==> config.mk <==
export PLATFORM = sky130hd
export DESIGN_NAME = pdt_front
export DESIGN_NICKNAME = d
export VERILOG_FILES = /design/src/hw/rtl/pdt_pkg.sv /design/src/hw/rtl/pdt_front.sv
export SDC_FILE = /design/constraint.sdc
export NUM_CORES = 1
export LEC_CHECK = 0
export BUFFER_PORTS_ARGS = -buffer_cell sky130_fd_sc_hd__buf_2
export CAP_MARGIN = 20
export CORE_MARGIN = 1
export CORE_UTILIZATION = 50
export DETAILED_ROUTE_END_ITERATION = 12
export GPL_ROUTABILITY_DRIVEN = 0
export GPL_TIMING_DRIVEN = 0
export PLACE_DENSITY = 0.66
export SLEW_MARGIN = 5
export SYNTH_ARGS = -nofsm -noshare
export SYNTH_HDL_FRONTEND = slang
export SYNTH_SLANG_ARGS = --single-unit
==> constraint.sdc <==
create_clock -name clk -period 4.6 [get_ports clk]
set_clock_uncertainty 0.05 [all_clocks]
set_input_delay 0.69 -clock clk [delete_from_list [all_inputs] [get_ports clk]]
set_output_delay 0.69 -clock clk [all_outputs]
set_load 0.01 [all_outputs]
==> src/hw/rtl/pdt_pkg.sv <==
// Shared types and constants of the pulse discriminator trigger.
package pdt_pkg;

	localparam int NUM_CHANNELS = 32;
	localparam int MAX_TICKS    = 2048;
	localparam int PRE_DELAY    = 4;
	localparam int MAIN_DELAY   = 4;
	localparam int PEAK_WIDTH   = 6;
	localparam int MIN_READOUT  = 1500;
	localparam int MAX_OUT      = 64;
	localparam int RING         = 8;
	localparam int QUEUE_DEPTH  = 4;

	localparam int RING_W   = $clog2(RING);
	localparam int TICK_W   = $clog2(MAX_TICKS);
	localparam int TCNT_W   = TICK_W + 1;
	localparam int SAMPLE_W = 12;
	localparam int DIFF_W   = SAMPLE_W + 1;
	localparam int SUM_W    = 17;
	localparam int HIT_W    = 6;
	localparam int CH_W     = $clog2(NUM_CHANNELS + 1);
	localparam int WIN_W    = 18;
	localparam int IDX_W    = $clog2(MAX_OUT) + 1;
	localparam int CFG_IDX_W  = 4;
	localparam int CFG_DATA_W = 12;
	localparam int QPTR_W   = $clog2(QUEUE_DEPTH);

	localparam logic [CFG_IDX_W-1:0] REG_PRE_THRESHOLD  = 4'd0;
	localparam logic [CFG_IDX_W-1:0] REG_PRE_HOLDOFF    = 4'd1;
	localparam logic [CFG_IDX_W-1:0] REG_PRE_WINDOW     = 4'd2;
	localparam logic [CFG_IDX_W-1:0] REG_MAIN_THRESHOLD = 4'd3;
	localparam logic [CFG_IDX_W-1:0] REG_MAIN_DEADTIME  = 4'd4;
	localparam logic [CFG_IDX_W-1:0] REG_WINDOW_SIZE    = 4'd5;
	localparam logic [CFG_IDX_W-1:0] REG_WINDOW_START   = 4'd6;
	localparam logic [CFG_IDX_W-1:0] REG_SINGLE_WINDOW  = 4'd7;

	typedef struct packed {
		logic [11:0] pre_threshold;
		logic [10:0] pre_holdoff;
		logic [10:0] pre_window;
		logic [11:0] main_threshold;
		logic [10:0] main_deadtime;
		logic [10:0] window_size;
		logic [10:0] window_start;
		logic        single_window;
	} cfg_t;

	typedef struct packed {
		logic [11:0] sample;
		logic        channel_end;
		logic        event_end;
	} in_t;

	typedef struct packed {
		logic [5:0]  window_index;
		logic [16:0] peak_sum;
		logic [5:0]  peak_hits;
		logic        no_window;
		logic        last;
	} out_t;

	// one classified tick passed from front to back
	typedef struct packed {
		logic [TICK_W-1:0]        tick;
		logic signed [DIFF_W-1:0] dp;
		logic signed [DIFF_W-1:0] dm;
		logic                     has_sample;
		logic                     chan_end;
		logic                     ev_end;
	} rec_t;

	typedef struct packed {
		logic [SUM_W-1:0] sum;
		logic [HIT_W-1:0] hits;
	} acc_t;

endpackage

==> src/hw/rtl/pdt_front.sv <==
// Front end: tick counting and delayed differences of incoming samples.
module pdt_front (
	input  logic          clk,
	input  logic          arst_n,
	input  logic          push,
	output logic          full,
	input  pdt_pkg::in_t  item,
	output logic          rec_push,
	output pdt_pkg::rec_t rec,
	input  logic          rec_full
);
	import pdt_pkg::*;

	logic [SAMPLE_W-1:0] ring_q [RING];
	logic [TCNT_W-1:0]   tick_q;
	logic                take;
	logic                has;
	logic                endf;
	logic [TICK_W-1:0]   n;

	assign full = rec_full;
	assign take = push && !rec_full;
	assign has  = tick_q < TCNT_W'(MAX_TICKS);
	assign endf = item.channel_end || item.event_end;
	assign n    = tick_q[TICK_W-1:0];

	always_comb begin
		rec.tick       = has ? n : TICK_W'(MAX_TICKS - 1);
		rec.has_sample = has;
		rec.chan_end   = endf;
		rec.ev_end     = item.event_end;
		rec.dp         = '0;
		rec.dm         = '0;
		if (tick_q >= TCNT_W'(PRE_DELAY)) begin
			rec.dp = $signed({1'b0, item.sample})
				- $signed({1'b0, ring_q[RING_W'(n - TICK_W'(PRE_DELAY))]});
		end
		if (tick_q >= TCNT_W'(MAIN_DELAY)) begin
			rec.dm = $signed({1'b0, item.sample})
				- $signed({1'b0, ring_q[RING_W'(n - TICK_W'(MAIN_DELAY))]});
		end
	end

	assign rec_push = take && (has || endf);

	always_ff @(posedge clk or negedge arst_n) begin
		if (!arst_n) begin
			tick_q <= '0;
		end else if (take) begin
			if (endf) begin
				tick_q <= '0;
			end else if (has) begin
				tick_q <= tick_q + 1'b1;
			end
		end
	end

	always_ff @(posedge clk) begin
		if (take && has) begin
			ring_q[n[RING_W-1:0]] <= item.sample;
		end
	end

endmodule

==> results of run 1 <==
per-layer routing:
metal  vias up  routed length (um)  global-route usage, %
met1      1787                5230                   31.0
li1       1643                   -                      -
met2       128                5900                   38.7
met5         -                   0                      0
met3        27                 653                   3.26
met4         0                 331                   10.2
cell usage in the layout (no fill, tap or decap), types with 7 or more instances in the layout:
master                     netlist  layout
sky130_fd_sc_hd__mux2i_1        15      15
sky130_fd_sc_hd__nand4_1         7       7
sky130_fd_sc_hd__buf_2           7      65
sky130_fd_sc_hd__buf_4          20      20
sky130_fd_sc_hd__edfxtp_1       96      96
sky130_fd_sc_hd__nand2_1        23      23
sky130_fd_sc_hd__dfrtp_1        12      12
sky130_fd_sc_hd__clkbuf_8        0       9
sky130_fd_sc_hd__inv_1          10      10
sky130_fd_sc_hd__nor3_1         11       8
sky130_fd_sc_hd__ha_1           16      16
sky130_fd_sc_hd__or2_2           8       8
sky130_fd_sc_hd__a21oi_1        24      24
sky130_fd_sc_hd__xnor2_1         7       7
sky130_fd_sc_hd__mux4_2          8       8
sky130_fd_sc_hd__nor2_1         50      47
sky130_fd_sc_hd__nand3_1         9       9
through the flow:
step           hold slack [ns]  instance area [um^2]  power, mW
2_1_floorplan            0.344                  5240       1.38
3_3_place_gp             0.535                  5710       1.48
3_5_place_dp             0.538                  5780       1.49
4_1_cts                  0.131                  5970       2.03
5_1_grt                  0.142                  5980       2.11
6_report                 0.135                  5980       2.03
report_power, final:
| group | total (mW) | switching (mW) | leakage, nW | internal (mW) |
|---|---|---|---|---|
| registers | 1.09 | 0.00626 | 1.03 | 1.08 |
| clock network | 0.553 | 0.303 | 0.0947 | 0.250 |
| logic | 0.383 | 0.229 | 1.25 | 0.154 |
| total | 2.03 | 0.539 | 2.38 | 1.49 |
worst paths after layout:
path,from,end,slack (ns)
hold reg to reg,tick_q[6]$_DFFE_PN0P_,tick_q[6]$_DFFE_PN0P_,0.58
hold / removal,arst_n,tick_q[1]$_DFFE_PN0P_,0.13
min in group clk,item[7],ring_q[7][5]$_DFFE_PP_,0.56
max in group asynchronous,arst_n,tick_q[10]$_DFFE_PN0P_,4.15
setup / recovery,tick_q[0]$_DFFE_PN0P_,rec[26],0.23
setup reg to reg,tick_q[2]$_DFFE_PN0P_,ring_q[4][0]$_DFFE_PP_,1.92
registers in the layout, summed over array words and instances (netlist names):
name,flops
ring_q,96
tick_q,12
layout make-up:
type	instances	area, um^2
buffer	34	234
fill	868	4260
clock inverter	5	52.6
clock buffer	11	131
sequential	108	3180
inverter	10	37.5
tap	136	170
timing repair buffer	64	352
multi-input combinational	252	1820
logic make-up (layout without fill, tap and decap cells):
| logic type | after synthesis | in the layout | synth area share [%] |
|---|---|---|---|
| and+or+nand+nor | 127 | 127 | 11.5 |
| DFF | 108 | 108 | 60.7 |
| AOI/OAI and AO/OA | 68 | 68 | 9.17 |
| buffers and inverters | 44 | 124 | 5.04 |
| muxes | 27 | 27 | 7.16 |
| adders and majority gates | 17 | 17 | 4.20 |
| xor gates and xnor gates | 13 | 13 | 2.17 |
worst max-delay path: stages (launching register included):
cell	delay [ns]
sky130_fd_sc_hd__dfrtp_1	0.41
sky130_fd_sc_hd__buf_6	0.14
sky130_fd_sc_hd__buf_6	0.15
sky130_fd_sc_hd__inv_1	0.07
sky130_fd_sc_hd__nor2_1	0.09
sky130_fd_sc_hd__a22o_1	0.24
sky130_fd_sc_hd__a221o_1	0.29
sky130_fd_sc_hd__ha_1	0.22
sky130_fd_sc_hd__fa_1	0.42
sky130_fd_sc_hd__nand2b_1	0.19
sky130_fd_sc_hd__a21o_1	0.21
sky130_fd_sc_hd__a31o_2	0.24
sky130_fd_sc_hd__a21o_1	0.15
sky130_fd_sc_hd__a21oi_1	0.18
sky130_fd_sc_hd__buf_4	0.14
sky130_fd_sc_hd__buf_2	0.11
what timing repair did:
| action | CTS | global route |
|---|---|---|
| hold buffers | 0 | 0 |
| resized for setup | 0 | 3 |
| setup endpoints to repair | 0 | 3 |
==> load_flow_metrics.sql, run 1 <==
INSERT INTO impl_metrics (metric_group, metric, value, unit) VALUES
('setup_path', 'end_kind', 'output port', ''),
('floorplanning', 'die_w', '104', 'um'),
('drt', 'drc_errors', '0', ''),
('clock_tree', 'tritoncts', 'built', ''),
('power', 'powerDensity', '339', 'mW/mm^2'),
('synth', 'synthMostInstantiatedCell', 'sky130_fd_sc_hd__edfxtp_1', ''),
('floorplanning', 'floorplan.initialDensity', '51.2', '%'),
('global_route', 'grt_start_max_net_pins', '17', ''),
('sta', 'hold_viol_final', '0', ''),
('place', 'place_ws', '0.577', 'ns'),
('synth', 'synthArstFlopShare', '11.1', '%'),
('synth', 'post-synth-top-area-cell', 'sky130_fd_sc_hd__edfxtp_1', ''),
('power', 'p_leak', '2.38', 'nW'),
('clock_tree', 'cts_buffers', '9', ''),
('sta', 'timing.final.crit_share', '95.1', '%'),
('synth', 'mappedNetlistNets', '439', ''),
('synth', 'ys_seq_area_share', '60.7', '%'),
('sta', 'timing.final.setup_violations', '0', ''),
('synth', 'post_synth_edffs', '96', ''),
('floorplanning', 'floorplan.core_area', '0.0102', 'mm^2'),
('drt', 'drt_first_iter_violations', '192', ''),
('synth', 'ys.warnings.count', '0', ''),
('global_route', 'wire_length_of_the_first_global_routing_pass', '18.9', 'mm'),
('sta', 'final-max-slew-violation-count', '0', ''),
('outcome', 'status', 'completed', ''),
('synth', 'synth.cell_area', '0.00524', 'mm^2'),
('setup_path', 'worstPathRequired', '3.86', 'ns'),
('global_route', 'grt_antenna_before_repair', '0', ''),
('setup_path', 'worstSetupPathType', 'reg -> out', ''),
('synth', 'post_synth_inst_count', '404', ''),
('floorplanning', 'die_h', '104', 'um'),
('synth', 'most_frequently_used_flop_master_after_synthesis', 'sky130_fd_sc_hd__edfxtp_1', ''),
('clock_tree', 'clock_slew_at_the_register_clock_pins_of_the_worst_setup_and_hold_paths', '0.09', 'ns'),
('synth', 'netlist.area_leader.share', '55.0', '%'),
('setup_path', 'setup.worst_path.start_class', 'flip-flop', ''),
('setup_path', 'worstPathMaxFanout', '10', ''),
('drt', 'avgViaCountPerCell', '5.78', ''),
('setup_path', 'timing.critical_path.arrival', '3.63', 'ns'),
('clock_tree', 'cts.repair_timing.setup_buffer_count', '0', ''),
('synth', 'synth_top_cells_by_count', 'sky130_fd_sc_hd__edfxtp_1 (96), sky130_fd_sc_hd__nor2_1 (50), sky130_fd_sc_hd__a21oi_1 (24)', ''),
('final_layout', 'synthToLayoutAreaGrowth', '14.0', '%'),
('min_path', 'hp-class', 'in -> async', ''),
('final_layout', 'post-route-util', '58.4', '%'),
('final_layout', 'final_cells', '620', ''),
('synth', 'postSynthRegisterBits', '108', ''),
('sta', 'maxSlewHeadroom', '39.3', '%'),
('global_route', 'global_route.overflow_total', '0', ''),
('setup_path', 'ff2ff_path_depth', '6', ''),
('floorplanning', 'std_cell_rows', '37', ''),
('drt', 'routed_wire_per_std_cell', '19.5', 'um'),
('drt', 'drtPass1Iterations', '5', ''),
('clock_tree', 'cts-root-buf', 'sky130_fd_sc_hd__clkbuf_8', ''),
('sta', 'max_slew.worst_pin.slew', '0.910', 'ns'),
('sta', 'fmax', '229', 'MHz'),
('sta', 'finalWorstSetupSlack', '0.225', 'ns'),
('sta', 'grt_setup_unrepaired', 'yes', ''),
('clock_tree', 'max_root_sink_buffers', '2', ''),
('place', 'hpwl', '8.39', 'mm'),
('sta', 'fin_crit', '4.37', 'ns'),
('floorplanning', 'floorplan_die_area', '0.0109', 'mm^2'),
('clock_tree', 'cts_sink_count', '108', ''),
('synth', 'synth_top_cells_by_area', 'sky130_fd_sc_hd__edfxtp_1 (55%), sky130_fd_sc_hd__dfrtp_1 (5.7%), sky130_fd_sc_hd__ha_1 (3.8%)', ''),
('drt', 'antenna_left', '0', ''),
('place', 'dpl.cell_count', '604', ''),
('synth', 'synthesis.area_per_instance', '13.0', 'um^2'),
('global_route', 'globalRouteTotalUtil', '23.5', '%'),
('place', 'numPortBuffers', '59', ''),
('power', 'max-vdd-ir-drop', '0.218', 'mV'),
('sta', 'tns', '0', 'ns'),
('synth', 'synth_cell_types', '53', ''),
('final_layout', 'net_total_in_the_final_layout', '514', ''),
('final_layout', 'antenna-diode-count', '0', ''),
('final_layout', 'post_route_cells_drive_above_1_share', '29.3', '%'),
('clock_tree', 'cts_max_level', '3', ''),
('drt', 'detail_route.wirelength', '12.1', 'mm'),
('floorplanning', 'floorplan.io_pins', '60', ''),
('drt', 'dr_total_vias', '3585', ''),
('global_route', 'grt_pass1_vias', '3504', ''),
('run', 'cap_viol_max_count', '0', ''),
('clock_tree', 'clk_latency', '0.37', 'ns');
(Power assumes the default switching activity.)
==> inputs of run 2 (changes only) <==
Settings changed: GPL_TIMING_DRIVEN 0 to unset, PLACE_DENSITY 0.66 to 0.76.
==> run 2 against run 1 <==
Against the previous run: critical path depth is 2 lower; hold slack worse by 0.0054 ns; clock power is 8.1% higher; combinational power is 6.8% lower; first-iteration DRC count is 28% higher; global-route usage is 1.9 points lower; final cell count is 3.9% lower; sequential share of layout area is 1.5 points higher; utilization is 1.6 points lower; largest power group unchanged.
==> load_flow_metrics.sql, run 2 (same netlist as run 1, synthesis figures left out) <==
INSERT INTO impl_metrics (metric_group, metric, value, unit) VALUES
('outcome', 'status', 'completed', ''),
('power', 'power_frac_comb', '17.4', '%'),
('final_layout', 'layout.filler_cells', '816', ''),
('power', 'total_switching_power', '561', 'uW'),
('drt', 'antenna_left', '0', ''),
('setup_path', 'setup.worst_path.start_class', 'flip-flop', ''),
('final_layout', 'final_cells', '596', ''),
('sta', 'max_slew.worst_pin.slew', '0.890', 'ns'),
('clock_tree', 'clk_latency', '0.37', 'ns'),
('sta', 'fin_crit', '4.30', 'ns'),
('place', 'numPortBuffers', '59', ''),
('sta', 'tns', '0', 'ns'),
('power', 'max-vdd-ir-drop', '0.182', 'mV'),
('power', 'power.total', '2.05', 'mW'),
('clock_tree', 'cts-root-buf', 'sky130_fd_sc_hd__clkbuf_8', ''),
('setup_path', 'timing.critical_path.cells', 'buf_4, buf_4, nor2_1, a21oi_1, a21oi_1, nor2_1, ha_1, and3_1, a211oi_2, a211oi_1, o21a_1, nor3_1, buf_2', ''),
('setup_path', 'end_kind', 'output port', ''),
('place', 'dpl.cell_count', '580', ''),
('setup_path', 'cpLargestDelayFamily', 'compound AO/OA/AOI/OAI gates', ''),
('floorplanning', 'floorplan_die_area', '0.0109', 'mm^2'),
('floorplanning', 'floorplan.core_area', '0.0102', 'mm^2'),
('setup_path', 'critPathSlowestCell', 'sky130_fd_sc_hd__dfrtp_1', ''),
('sta', 'final-max-slew-violation-count', '0', ''),
('setup_path', 'crit_path_max_cell_delay', '0.40', 'ns'),
('final_layout', 'antenna-diode-count', '0', ''),
('floorplanning', 'die_h', '104', 'um'),
('final_layout', 'largest_reg_flops', '96', ''),
('drt', 'dr_total_vias', '3421', ''),
('run', 'cap_viol_max_count', '0', ''),
('global_route', 'grt_start_max_net_pins', '24', ''),
('setup_path', 'worstPathRequired', '3.86', 'ns'),
('setup_path', 'worstReg2RegStart', 'tick_q[2]$_DFFE_PN0P_', ''),
('sta', 'timing.final.crit_share', '93.5', '%'),
('drt', 'drt_first_iter_violations', '246', ''),
('floorplanning', 'floorplan.initialDensity', '51.2', '%'),
('final_layout', 'post-route-util', '56.8', '%'),
('clock_tree', 'cts.repair_timing.setup_buffer_count', '0', ''),
('power', 'p_int', '1.49', 'mW'),
('drt', 'avgViaCountPerCell', '5.74', ''),
('setup_path', 'worstPathMaxFanout', '19', ''),
('power', 'sequentialPowerShare', '53.4', '%'),
('sta', 'hold_viol_final', '0', ''),
('clock_tree', 'tritoncts', 'built', ''),
('power', 'powerDensity', '353', 'mW/mm^2'),
('final_layout', 'net_total_in_the_final_layout', '490', ''),
('clock_tree', 'cts_buffers', '9', ''),
('sta', 'maxSlewHeadroom', '40.5', '%'),
('drt', 'detail_route.wirelength', '11.2', 'mm'),
('final_layout', 'synthToLayoutAreaGrowth', '11.0', '%'),
('clock_tree', 'clock_slew_at_the_register_clock_pins_of_the_worst_setup_and_hold_paths', '0.11', 'ns'),
('power', 'p_leak', '2.27', 'nW'),
('drt', 'drc_errors', '0', ''),
('final_layout', 'post_route_cells_drive_above_1_share', '26.7', '%'),
('global_route', 'global_route.overflow_total', '0', ''),
('global_route', 'grt_antenna_before_repair', '0', ''),
('min_path', 'hp-class', 'in -> async', ''),
('sta', 'grt_setup_unrepaired', 'no', ''),
('final_layout', 'most_frequent_standard_cell_in_the_layout_excluding_fill_and_tap_cells', 'sky130_fd_sc_hd__edfxtp_1', ''),
('setup_path', 'total_buffers_and_inverters_traversed_by_the_critical_path', '3', ''),
('floorplanning', 'floorplan.io_pins', '60', ''),
('place', 'hpwl', '7.87', 'mm'),
('clock_tree', 'cts_sink_count', '108', ''),
('drt', 'drtPass1Iterations', '5', ''),
('sta', 'timing.final.setup_violations', '0', ''),
('global_route', 'grt_pass1_vias', '3370', ''),
('setup_path', 'critical_path.reg2reg.endpoint', 'ring_q[2][9]$_DFFE_PP_', ''),
('clock_tree', 'max_root_sink_buffers', '2', ''),
('sta', 'fmax', '233', 'MHz'),
('drt', 'routed_wire_per_std_cell', '18.8', 'um'),
('floorplanning', 'die_w', '104', 'um'),
('global_route', 'wire_length_of_the_first_global_routing_pass', '17.6', 'mm'),
('power', 'power_switching_share', '27.3', '%'),
('setup_path', 'ff2ff_path_depth', '4', ''),
('floorplanning', 'std_cell_rows', '37', ''),
('clock_tree', 'cts_max_level', '3', ''),
('sta', 'fin_worst_hold_slack', '0.129', 'ns'),
('setup_path', 'worstSetupPathType', 'reg -> out', ''),
('final_layout', 'most_frequent_cells_in_the_layout', 'sky130_fd_sc_hd__edfxtp_1 (96), sky130_fd_sc_hd__buf_2 (59), sky130_fd_sc_hd__nor2_1 (50)', ''),
('power', 'power.share.clock', '29.1', '%'),
('global_route', 'globalRouteTotalUtil', '21.5', '%'),
('setup_path', 'reg2reg_setup_slack', '2.05', 'ns'),
('setup_path', 'timing.critical_path.arrival', '3.56', 'ns');
==> run 2: cell count changes in the layout (fill, tap and decap cells not counted), sizes merged <==
cell	previous run	this run
clkinvlp	0	1
inv	10	13
clkinv	4	2
clkbuf	17	9
buf	92	74
==> run 2: metrics by stage <==
step	area, um^2	setup slack [ns]
finish	5820	0.299
detailed placement	5610	0.731
global route	5820	0.0919
CTS	5810	0.295
floorplan	5240	0.893
global placement	5610	0.788
==> run 2: area by class of cell <==
cell class	instances	area, um^2	area share, %
clock inverters	7	83.8	1.44
multi-input cells	252	1810	31.1
inverters	10	37.5	0.645
well taps	136	170	2.93
clock buffers	9	124	2.13
flip-flops and latches	108	3180	54.8
repair buffers	74	408	7.01
==> run 2: worst max path at each step <==
stage | slack [ns] | from | endpoint | cells past startpoint
final | 0.30 | tick_q[1]$_DFFE_PN0P_ | rec[12] | 13
after floorplan | 0.89 | tick_q[0]$_DFFE_PN0P_ | rec[26] | 14
after global placement | 0.79 | tick_q[0]$_DFFE_PN0P_ | rec[26] | 13
after CTS | 0.29 | tick_q[0]$_DFFE_PN0P_ | rec[23] | 12
after global routing | 0.09 | tick_q[1]$_DFFE_PN0P_ | rec[12] | 13
after detailed placement | 0.73 | tick_q[0]$_DFFE_PN0P_ | rec[25] | 12
==> run 2: what timing repair did <==
item,in CTS,in global routing
hold buffers,0,0
setup endpoints to repair,0,1
resized for setup,0,1
==> run 2: power by group through the flow <==
stage                     Combinational [mW]  Clock, mW  Sequential, mW
after CTS                              0.355      0.607            1.10
after detailed placement               0.353          0            1.12
after floorplan                        0.266          0            1.11
after global routing                   0.390      0.641            1.10
after global placement                 0.344          0            1.12
final                                  0.357      0.598            1.10
==> run 2: metal layers <==
metal  vias up  routed length (um)  track usage [%]
met1      1649                4640             27.4
met5         -                   0                0
met2       158                5510             36.0
met4         0                 261             10.2
li1       1589                   -                -
met3        25                 827             3.57
