File: src/hw/rtl/pdt_pkg.sv
// Shared types and constants of the pulse discriminator trigger.
package pdt_pkg;

	localparam int NUM_CHANNELS = 32;
	localparam int MAX_TICKS    = 2048;
	localparam int PRE_DELAY    = 4;
	localparam int MAIN_DELAY   = 4;
	localparam int PEAK_WIDTH   = 6;
	localparam int MIN_READOUT  = 1500;
	localparam int MAX_OUT      = 64;
	localparam int RING         = 8;
	localparam int QUEUE_DEPTH  = 4;

	localparam int RING_W   = $clog2(RING);
	localparam int TICK_W   = $clog2(MAX_TICKS);
	localparam int TCNT_W   = TICK_W + 1;
	localparam int SAMPLE_W = 12;
	localparam int DIFF_W   = SAMPLE_W + 1;
	localparam int SUM_W    = 17;
	localparam int HIT_W    = 6;
	localparam int CH_W     = $clog2(NUM_CHANNELS + 1);
	localparam int WIN_W    = 18;
	localparam int IDX_W    = $clog2(MAX_OUT) + 1;
	localparam int CFG_IDX_W  = 4;
	localparam int CFG_DATA_W = 12;
	localparam int QPTR_W   = $clog2(QUEUE_DEPTH);

	localparam logic [CFG_IDX_W-1:0] REG_PRE_THRESHOLD  = 4'd0;
	localparam logic [CFG_IDX_W-1:0] REG_PRE_HOLDOFF    = 4'd1;
	localparam logic [CFG_IDX_W-1:0] REG_PRE_WINDOW     = 4'd2;
	localparam logic [CFG_IDX_W-1:0] REG_MAIN_THRESHOLD = 4'd3;
	localparam logic [CFG_IDX_W-1:0] REG_MAIN_DEADTIME  = 4'd4;
	localparam logic [CFG_IDX_W-1:0] REG_WINDOW_SIZE    = 4'd5;
	localparam logic [CFG_IDX_W-1:0] REG_WINDOW_START   = 4'd6;
	localparam logic [CFG_IDX_W-1:0] REG_SINGLE_WINDOW  = 4'd7;

	typedef struct packed {
		logic [11:0] pre_threshold;
		logic [10:0] pre_holdoff;
		logic [10:0] pre_window;
		logic [11:0] main_threshold;
		logic [10:0] main_deadtime;
		logic [10:0] window_size;
		logic [10:0] window_start;
		logic        single_window;
	} cfg_t;

	typedef struct packed {
		logic [11:0] sample;
		logic        channel_end;
		logic        event_end;
	} in_t;

	typedef struct packed {
		logic [5:0]  window_index;
		logic [16:0] peak_sum;
		logic [5:0]  peak_hits;
		logic        no_window;
		logic        last;
	} out_t;

	// one classified tick passed from front to back
	typedef struct packed {
		logic [TICK_W-1:0]        tick;
		logic signed [DIFF_W-1:0] dp;
		logic signed [DIFF_W-1:0] dm;
		logic                     has_sample;
		logic                     chan_end;
		logic                     ev_end;
	} rec_t;

	typedef struct packed {
		logic [SUM_W-1:0] sum;
		logic [HIT_W-1:0] hits;
	} acc_t;

endpackage

File: src/hw/rtl/pdt_fifo.sv
// Short queue of classified ticks between front and back.
module pdt_fifo (
	input  logic          clk,
	input  logic          arst_n,
	input  logic          push,
	output logic          full,
	input  pdt_pkg::rec_t wdata,
	input  logic          pop,
	output logic          empty,
	output pdt_pkg::rec_t rdata
);
	import pdt_pkg::*;

	rec_t              mem_q [QUEUE_DEPTH];
	logic [QPTR_W-1:0] wr_q;
	logic [QPTR_W-1:0] rd_q;
	logic [QPTR_W:0]   cnt_q;
	logic              do_push;
	logic              do_pop;

	assign full    = cnt_q == (QPTR_W + 1)'(QUEUE_DEPTH);
	assign empty   = cnt_q == '0;
	assign rdata   = mem_q[rd_q];
	assign do_push = push && !full;
	assign do_pop  = pop && !empty;

	always_ff @(posedge clk or negedge arst_n) begin
		if (!arst_n) begin
			wr_q  <= '0;
			rd_q  <= '0;
			cnt_q <= '0;
		end else begin
			if (do_push) begin
				wr_q <= wr_q + 1'b1;
			end
			if (do_pop) begin
				rd_q <= rd_q + 1'b1;
			end
			cnt_q <= cnt_q + (QPTR_W + 1)'(do_push) - (QPTR_W + 1)'(do_pop);
		end
	end

	always_ff @(posedge clk) begin
		if (do_push) begin
			mem_q[wr_q] <= wdata;
		end
	end

endmodule

File: config.mk
export PLATFORM = sky130hd
export DESIGN_NAME = pdt_fifo
export DESIGN_NICKNAME = d
export VERILOG_FILES = /design/src/hw/rtl/pdt_pkg.sv /design/src/hw/rtl/pdt_fifo.sv
export SDC_FILE = /design/constraint.sdc
export NUM_CORES = 1
export LEC_CHECK = 0
export ABC_CLOCK_PERIOD_IN_PS = 7000
export BUFFER_PORTS_ARGS = -buffer_cell sky130_fd_sc_hd__clkbuf_2
export CAP_MARGIN = 20
export CORE_MARGIN = 2
export CORE_UTILIZATION = 30
export DETAILED_ROUTE_END_ITERATION = 8
export HOLD_SLACK_MARGIN = 0.06
export PLACE_DENSITY_LB_ADDON = 0.25
export SLEW_MARGIN = 0
export SYNTH_ARGS = -nofsm -noshare
export SYNTH_HDL_FRONTEND = slang
export SYNTH_SLANG_ARGS = --single-unit
File: constraint.sdc
create_clock -name clk -period 7 [get_ports clk]
set_clock_uncertainty 0.15 [all_clocks]
set_input_delay 0.35 -clock clk [delete_from_list [all_inputs] [get_ports clk]]
set_output_delay 0.35 -clock clk [all_outputs]
set_load 0.05 [all_outputs]
==> results of run 1 <==
## repair_timing
item / in CTS / in global routing
gates resized for setup: 0 / 0
endpoints found under the hold margin: 167 / 0
hold buffers: 41 / 0
## worst max-delay path by stage
stage	end	slack (ns)
final	rdata[39]	4.16
after global routing	rdata[39]	3.96
after CTS	rdata[39]	4.05
after detailed placement	rdata[39]	4.51
after global placement	rdata[39]	4.49
after floorplan	cnt_q[2]	4.54
## flip-flops by register name, summed over array words and instances, names as in the netlist
signal / count
mem_q: 160
cnt_q: 3
wr_q: 2
rd_q: 2
## report_power, final
group | switching, uW | internal [uW]
clock network | 376 | 563
logic | 901 | 425
registers | 152 | 1320
## stage by stage
step                utilization  cell area, um2  hold WS (ns)
floorplan                     -            6300       -0.0956
global placement          0.336            7000        0.0535
detailed placement        0.336            7000        0.0565
CTS                       0.385            8010        0.0720
global route              0.385            8010        0.0900
finish                    0.385            8010        0.0871
## synth_stat cells
cell type	n
nand4bb_1	2
nor3b_4	1
mux4_2	38
nor3_1	1
nand2b_1	4
buf_12	4
ha_1	6
edfxtp_1	160
and3b_1	4
o211ai_1	2
mux4_1	2
inv_1	6
o31ai_1	1
dfrtp_1	7
fa_1	1
xnor2_1	4
o311ai_0	1
buf_6	1
clkbuf_1	1
buf_2	4
nand2_1	1
## routing by layer
| metal | track usage | vias to the layer above | routed length, um |
|---|---|---|---|
| met1 | 0.141 | 1555 | 5190 |
| met3 | 0.0471 | 14 | 682 |
| li1 | - | 1344 | - |
| met4 | 0.0400 | 2 | 138 |
| met5 | 0 | - | 13 |
| met2 | 0.183 | 67 | 5870 |
## area by class of cell
| cell class | instances | area (um2) |
|---|---|---|
| Sequential cell | 167 | 4980 |
| Fill cell | 1922 | 12800 |
| Timing Repair Buffer | 131 | 873 |
| Inverter | 6 | 22.5 |
| Clock inverter | 15 | 178 |
| Tap cell | 275 | 344 |
| Multi-Input combinational cell | 68 | 1180 |
| Clock buffer | 17 | 425 |
## cell usage in the layout, fill, tap and decap left out
master         instances
o31ai_1                1
o211ai_1               2
nand4bb_1              2
nor3_1                 1
nor3b_4                1
dfrtp_2                1
mux4_1                 2
dfrtp_4                1
buf_4                  5
clkbuf_16             17
fa_1                   1
mux4_2                38
edfxtp_1             160
and3b_2                4
clkbuf_2              85
clkinvlp_4             2
inv_6                  2
ha_1                   6
nand2_1                1
nand2b_1               4
inv_8                  1
dfrtp_1                5
clkinv_1               2
inv_1                  6
bufinv_16              3
dlygate4sd3_1         41
xnor2_1                4
o311ai_0               1
clkinv_2               2
clkinv_4               3
## tightest hold or removal path: cells and delay by family
kind,cells,cell delay (ns)
buf+inv,1,0.09
xor+xnor,1,0.07
compound gates,1,0.09
## cell families (layout without fill, tap and decap cells)
| logic type | after synthesis | count (layout) | synth area share |
|---|---|---|---|
| DFF | 167 | 167 | 0.791 |
| xor gates and xnor gates | 4 | 4 | 0.00556 |
| and+or+nand+nor | 13 | 13 | 0.0175 |
| AOI/OAI and AO/OA | 4 | 4 | 0.00497 |
| adders and majority gates | 7 | 7 | 0.0151 |
| buffers and inverters | 16 | 169 | 0.0219 |
| muxes | 40 | 40 | 0.144 |
==> flow_summary_export.csv, run 1 <==
group,metric,value,unit
power_and_ir_drop,p_leak,0.00279,uW
critical_path,cp_num_cells,2,
synth,synth_top_area_frac,0.763,
power_and_ir_drop,ir_drop,0.000153,V
floorplan,die_height,149,um
critical_path,cp_top_family,"flip-flops",
sta,fin_crit,2.84,ns
detailed_routing,wirelength,11900,um
synth,syn_area,6300,um2
sta,tns,0,ns
sta,tightest_slew,0.886,ns
grt,antenna_found_initial,1,
detailed_routing,wl_per_cell,17.5,um
clock_tree,clkLatencyLatePin,0.41,ns
final_layout,diodes,0,
clock_tree,cts_tree,"built",
floorplan,num_io_pins,86,
critical_path,crit_buf_inv,1,
critical_path,worstPathArrival,2.34,ns
floorplan,dieArea,22200,um2
grt,grt_usage,0.115,
critical_path,reg2reg_depth,8,
synth,synth_area_leaders,"edfxtp_1 76%, mux4_2 14%, dfrtp_1 2.8%",
placement,port_buffers,85,
clock_tree,cts_inserted_buffers,17,
floorplan,coreArea,20800,um2
final_layout,drive_above_1_share,0.408,
min_path,min_from,"pop",
grt,grt_max_degree,43,
critical_path,crit_chain,"mux4_1 -> clkbuf_2",
detailed_routing,drc,0,
sta,period_share,0.405,
clock_tree,cts_setup_buffers,0,
sta,hold_violations,0,
synth,yosys_warnings,0,
run_status,status,"finished, final reports clean",
detailed_routing,antenna_left,0,
job,drv_cap,0,
detailed_routing,drt_iter0_drc,117,
grt,gr-total-overflow,0,
critical_path,rrSetupSlack,4.66,ns
final_layout,fin_cells,679,
critical_path,critPathMaxStageDelay,1.02,ns
clock_tree,cts_buffer_depth,2,
clock_tree,clock-root-buffer,"clkbuf_16",
sta,grt_setup_unrepaired,"false",
synth,syn-num-nets,302,
clock_tree,cts.sinks,167,
final_layout,area_delta_synth_final,27.2,%
critical_path,required,6.50,ns
detailed_routing,vias_per_cell,4.39,
critical_path,critical_path_peak_fanout,42,
floorplan,initial_utilization,0.302,
critical_path,cp-start-kind,"flop",
critical_path,critPathKind,"reg2out",
critical_path,reg2reg_from,"cnt_q[1]",
min_path,hold_end,"rd_q[0]",
synth,yosysUniqueCellTypes,21,
clock_tree,path_clk_slew,0.06,ns
detailed_routing,vias,2982,
clock_tree,htreeDepth,4,
power_and_ir_drop,power,3740,uW
sta,drv_slew,0,
critical_path,regToRegEndpoint,"cnt_q[2]",
critical_path,endpoint_kind,"output port",
power_and_ir_drop,powerDensity,467,nW/um2
sta,max_freq,353,MHz
placement,place_congestion,0.645,
critical_path,cp_slowest_cell,"dfrtp_4",
placement,placed_cells,606,
critical_path,critical_path.startpoint,"rd_q[0]",
sta,setup_viol,0,
synth,syn_inst,251,
sta,layout_setup_ws,4.16,ns
floorplan,rows,53,
final_layout,final_nets,442,
sta,max_slew_margin,0.409,
min_path,whs_path_depth,3,
grt,grt_pass1_vias,3249,
grt,grt_pass1_wl,18400,um
synth,synth_top_cell_by_area,"edfxtp_1",
min_path,min_path_type,"in2reg",
placement,place_hpwl,7110,um
synth,ys_seq_area_frac,0.791,
floorplan,fp.dieW,149,um
placement,place_ws,4.51,ns
detailed_routing,firstDrtPassIters,4,
synth,avgSynthCellArea,25.1,um2
synth,ys_ff_latch,167,
Note: power is estimated with default switching activity, not from simulation.
==> run 2, diff against run 1 <==
ABC_CLOCK_PERIOD_IN_PS = 2400   (was 7000)
clock period = 2.4 ns   (was 7 ns; I/O delays follow)
==> flow_summary_export.csv, run 2 (same netlist as run 1, synthesis figures left out) <==
group,metric,value,unit
power_and_ir_drop,power,11200,uW
final_layout,regMostFlops,"mem_q",
sta,drv_slew,0,
final_layout,largest_reg_flops,160,
min_path,min_path_type,"in2reg",
floorplan,coreArea,20800,um2
final_layout,final_area,8230,um2
sta,period_share,0.928,
clock_tree,cts_inserted_buffers,17,
sta,tns,0,ns
final_layout,layout_common_cells,"160 x edfxtp_1, 85 x clkbuf_2, 44 x dlygate4sd3_1, 38 x mux4_2, 17 x clkbuf_16",
detailed_routing,vias_per_cell,4.38,
clock_tree,clkLatencyLatePin,0.41,ns
sta,max_slew_margin,0.593,
clock_tree,cts_tree,"built",
final_layout,fin_cells,700,
grt,grtUsageMet1,0.146,
clock_tree,cts_buffer_depth,2,
floorplan,dieArea,22200,um2
power_and_ir_drop,p_seq_frac,0.363,
grt,grtUsageMet3,0.0382,
grt,top_usage_layer,"met2",
floorplan,fp.dieW,149,um
detailed_routing,antenna_left,0,
power_and_ir_drop,ir_drop,0.000479,V
power_and_ir_drop,switching_power,4230,uW
sta,fin_crit,2.23,ns
critical_path,critical_path_peak_fanout,7,
power_and_ir_drop,p_clk_frac,0.232,
clock_tree,htreeDepth,4,
placement,place_area,7150,um2
final_layout,final_nets,462,
detailed_routing,wirelength,11900,um
critical_path,required,2.55,ns
power_and_ir_drop,internal_power,6930,uW
placement,place_hpwl,7460,um
detailed_routing,firstDrtPassIters,4,
clock_tree,path_clk_slew,0.06,ns
power_and_ir_drop,powerDensity,1360,nW/um2
final_layout,multi_input_area,1190,um2
final_layout,drive_above_1_share,0.432,
detailed_routing,drc,0,
final_layout,fill_cells,1943,
floorplan,num_io_pins,86,
critical_path,cp-start-kind,"flop",
critical_path,endpoint_kind,"flop",
detailed_routing,drt_iter0_drc,154,
final_layout,regArea,4990,um2
detailed_routing,vias,3068,
grt,grt_max_degree,28,
detailed_routing,wl_per_cell,17.1,um
job,drv_cap,0,
power_and_ir_drop,comb_power_share,0.404,
grt,grt_pass1_wl,18600,um
sta,setup_viol,0,
sta,grt_setup_unrepaired,"false",
grt,gr-total-overflow,0,
sta,max_freq,449,MHz
critical_path,critical_path.startpoint,"cnt_q[0]",
clock_tree,clock-root-buffer,"clkbuf_16",
critical_path,reg2reg_from,"cnt_q[0]",
placement,place_congestion,0.687,
critical_path,regToRegEndpoint,"cnt_q[2]",
placement,placed_cells,617,
grt,grt_pass1_vias,3283,
sta,hold_violations,0,
placement,port_buffers,85,
floorplan,die_height,149,um
final_layout,layout_commonest_cell,"edfxtp_1",
critical_path,critPathKind,"reg2reg",
sta,tightest_slew,0.603,ns
grt,grt_use_met2,0.185,
clock_tree,cts.sinks,167,
critical_path,worstPathArrival,2.38,ns
power_and_ir_drop,p_sw_frac,0.379,
floorplan,initial_utilization,0.302,
critical_path,rrSetupSlack,0.17,ns
final_layout,area_delta_synth_final,30.7,%
floorplan,rows,53,
grt,grt_usage,0.115,
grt,antenna_found_initial,1,
final_layout,utilization,0.395,
critical_path,reg2reg_depth,8,
power_and_ir_drop,p_leak,0.00291,uW
final_layout,reg_top3,"mem_q: 160 flops, cnt_q: 3 flops",
run_status,status,"finished, final reports clean",
critical_path,critPathCapture,"cnt_q[2]",
==> run 2: how the worst min path moves through the flow <==
stage	from	end	slack [ns]	cells past startpoint
floorplan	arst_n	cnt_q[0]	-0.33	0
finish	wdata[38]	mem_q[3][38]	0.31	2
global placement	arst_n	cnt_q[2]	-0.18	1
detailed placement	arst_n	cnt_q[2]	-0.18	1
global route	wdata[0]	mem_q[0][0]	0.30	2
CTS	wdata[1]	mem_q[2][1]	0.29	2
==> run 2: power groups by stage <==
| stage | clock network (uW) | logic, uW | registers, uW |
|---|---|---|---|
| global placement | 0 | 4320 | 4160 |
| detailed placement | 0 | 4350 | 4200 |
| global route | 2760 | 4810 | 4110 |
| finish | 2590 | 4510 | 4050 |
| CTS | 2670 | 4640 | 4050 |
| floorplan | 0 | 3400 | 4050 |
==> run 2: layout make-up <==
cell class	count	area share
multi-input cells	68	0.145
diodes	1	0.000304
inverters	6	0.00274
clock inverters	12	0.0155
well taps	275	0.0418
flip-flops and latches	167	0.606
clock buffers	20	0.0531
repair buffers	151	0.136
==> run 2: per-stage QoR <==
stage / hold slack [ns] / setup WS, ns
after floorplan: -0.326 / -0.00939
after global placement: -0.179 / 0.172
after detailed placement: -0.176 / 0.0922
after CTS: 0.291 / 0.0700
after global routing: 0.298 / 0.000369
final: 0.313 / 0.173
==> run 2: what timing repair did <==
| item | CTS | global route |
|---|---|---|
| setup endpoints to repair | 14 | 1 |
| buffers inserted | 6 | 0 |
| cloned | 0 | 0 |
| hold buffers | 44 | 0 |
| hold endpoints to repair | 171 | 0 |
| gates resized for setup | 0 | 1 |
| pin swaps | 0 | 0 |
==> run 2: critical path, cell delays in order (launching register included) <==
cell and delay, ns:
dfrtp_2 0.46, o31ai_2 0.31, inv_1 0.08, ha_1 0.28, inv_1 0.04, ha_1 0.18, fa_2 0.34, xnor2_1 0.14
xnor2_1 0.13
==> run 2: routing by layer <==
layer / share of wire / wire length [um]
met1: 0.45 / 5350
met2: 0.49 / 5860
met3: 0.048 / 578
met4: 0.013 / 153
met5: 0 / 0
==> run 3, diff against run 2 <==
CELL_PAD_IN_SITES_DETAIL_PLACEMENT = 0   (was default)
CELL_PAD_IN_SITES_GLOBAL_PLACEMENT = 1   (was default)
==> flow_summary_export.csv, run 3 (same netlist as run 1, synthesis figures left out) <==
group,metric,value,unit
sta,drv_slew,0,
placement,place_congestion,0.732,
final_layout,layout_common_cells,"160 x edfxtp_1, 85 x clkbuf_2, 44 x dlygate4sd3_1, 38 x mux4_2, 17 x clkbuf_16",
min_path,hold_end,"mem_q[1][37]",
power_and_ir_drop,switching_power,4210,uW
critical_path,critPathKind,"reg2out",
min_path,min_from,"wdata[37]",
critical_path,required,2.13,ns
clock_tree,cts_inserted_buffers,17,
power_and_ir_drop,comb_power_share,0.396,
critical_path,critPathMaxStageDelay,0.57,ns
grt,antenna_found_initial,1,
clock_tree,cts_buffer_depth,2,
grt,grt_max_degree,41,
detailed_routing,antenna_left,0,
detailed_routing,firstDrtPassIters,4,
floorplan,initial_utilization,0.302,
detailed_routing,drc,0,
grt,grtUsageMet3,0.0346,
critical_path,cp_slowest_cell,"dfrtp_4",
placement,place_hpwl,7210,um
clock_tree,clock-root-buffer,"clkbuf_16",
final_layout,largest_reg_flops,160,
placement,place_area,7090,um2
power_and_ir_drop,p_leak,0.00284,uW
floorplan,fp.dieW,149,um
sta,max_slew_margin,0.550,
grt,grtUsageMet1,0.152,
sta,grt_setup_unrepaired,"false",
final_layout,final_area,8110,um2
sta,setup_viol,0,
grt,grt_use_met2,0.186,
min_path,whs_path_depth,2,
detailed_routing,wirelength,12200,um
job,drv_cap,0,
min_path,min_path_type,"in2reg",
sta,holdWs,0.302,ns
grt,grt_pass1_vias,3268,
grt,gr-total-overflow,0,
critical_path,crit_chain,"buf_4 -> mux4_2 -> clkbuf_2",
final_layout,utilization,0.389,
critical_path,crit_buf_inv,2,
critical_path,regToRegEndpoint,"cnt_q[2]",
critical_path,cp-start-kind,"flop",
sta,hold_violations,0,
critical_path,reg2reg_depth,8,
detailed_routing,vias_per_cell,4.38,
detailed_routing,drt_iter0_drc,141,
grt,top_usage_layer,"met2",
detailed_routing,vias,3034,
power_and_ir_drop,powerDensity,1340,nW/um2
final_layout,final_nets,456,
power_and_ir_drop,internal_power,6690,uW
floorplan,die_height,149,um
final_layout,area_delta_synth_final,28.8,%
run_status,status,"finished, final reports clean",
critical_path,critical_path_peak_fanout,11,
grt,grt_pass1_wl,18600,um
final_layout,regMostFlops,"mem_q",
floorplan,coreArea,20800,um2
power_and_ir_drop,p_seq_frac,0.375,
sta,max_freq,437,MHz
floorplan,num_io_pins,86,
critical_path,reg2reg_from,"cnt_q[0]",
critical_path,worstPathArrival,2.02,ns
final_layout,drive_above_1_share,0.424,
sta,tightest_slew,0.675,ns
detailed_routing,wl_per_cell,17.6,um
final_layout,layout_commonest_cell,"edfxtp_1",
power_and_ir_drop,power,10900,uW
clock_tree,cts.sinks,167,
clock_tree,path_clk_slew,0.06,ns
power_and_ir_drop,p_sw_frac,0.387,
floorplan,rows,53,
critical_path,endpoint_kind,"output port",
clock_tree,cts_tree,"built",
power_and_ir_drop,p_clk_frac,0.229,
sta,period_share,0.953,
sta,fin_crit,2.29,ns
critical_path,cp_top_family,"flip-flops",
critical_path,rrSetupSlack,0.18,ns
floorplan,dieArea,22200,um2
final_layout,reg_top3,"mem_q: 160 flops, cnt_q: 3 flops",
grt,grt_usage,0.118,
placement,port_buffers,85,
clock_tree,clkLatencyLatePin,0.42,ns
power_and_ir_drop,ir_drop,0.000537,V
clock_tree,htreeDepth,4,
==> run 3: cell count changes in the layout (fill, tap and decap cells not counted), sizes merged <==
cell	change
inv	+1
clkinv	-2
buf	-6
clkinvlp	+2
bufinv	-1
clkbuf	-1
==> run 3: metal layers <==
layer / vias up / part of all wire
met1: 1583 / 0.46
met2: 68 / 0.48
met4: 0 / 0.014
li1: 1371 / -
met5: - / 0
met3: 12 / 0.042
==> run 3: how the worst max path moves through the flow <==
stage                     startpoint         to  depth (start not counted)
after detailed placement    cnt_q[0]   cnt_q[2]                          8
final                        rd_q[0]  rdata[37]                          3
after floorplan             cnt_q[0]   cnt_q[2]                          8
after global placement      cnt_q[0]   cnt_q[2]                          8
after global routing         rd_q[0]  rdata[37]                          3
after CTS                    rd_q[0]  rdata[37]                          3
==> run 3: final cells by class <==
cell class | count | area, um2
Clock buffer | 19 | 433
Sequential cell | 167 | 4990
Tap cell | 275 | 344
Fill cell | 1958 | 12700
Clock inverter | 12 | 104
Timing Repair Buffer | 145 | 1020
Antenna cell | 1 | 2.50
Inverter | 6 | 22.5
Multi-Input combinational cell | 68 | 1190
==> run 3: power by group through the flow <==
| stage | registers (uW) | logic (uW) | clock network [uW] |
|---|---|---|---|
| 6_report | 4090 | 4320 | 2490 |
| 5_1_grt | 4150 | 4600 | 2690 |
| 4_1_cts | 4100 | 4410 | 2580 |
| 3_5_place_dp | 4190 | 4280 | 0 |
| 3_3_place_gp | 4160 | 4260 | 0 |
| 2_1_floorplan | 4050 | 3400 | 0 |
==> run 3: per-stage QoR <==
stage / setup TNS, ns / setup slack [ns] / std cells
after floorplan: -0.00939 / -0.00939 / 251
after global placement: 0 / 0.165 / 613
after detailed placement: 0 / 0.130 / 613
after CTS: 0 / 0.0464 / 690
after global routing: 0 / 0.0212 / 692
final: 0 / 0.114 / 693
==> run 3: what timing repair did <==
action / 4_1_cts / 5_1_grt
setup endpoints to repair: 23 / 1
hold buffers: 44 / 0
resized for setup: 0 / 1
pin swaps: 0 / 1
endpoints found under the hold margin: 171 / 0
setup buffers: 2 / 2
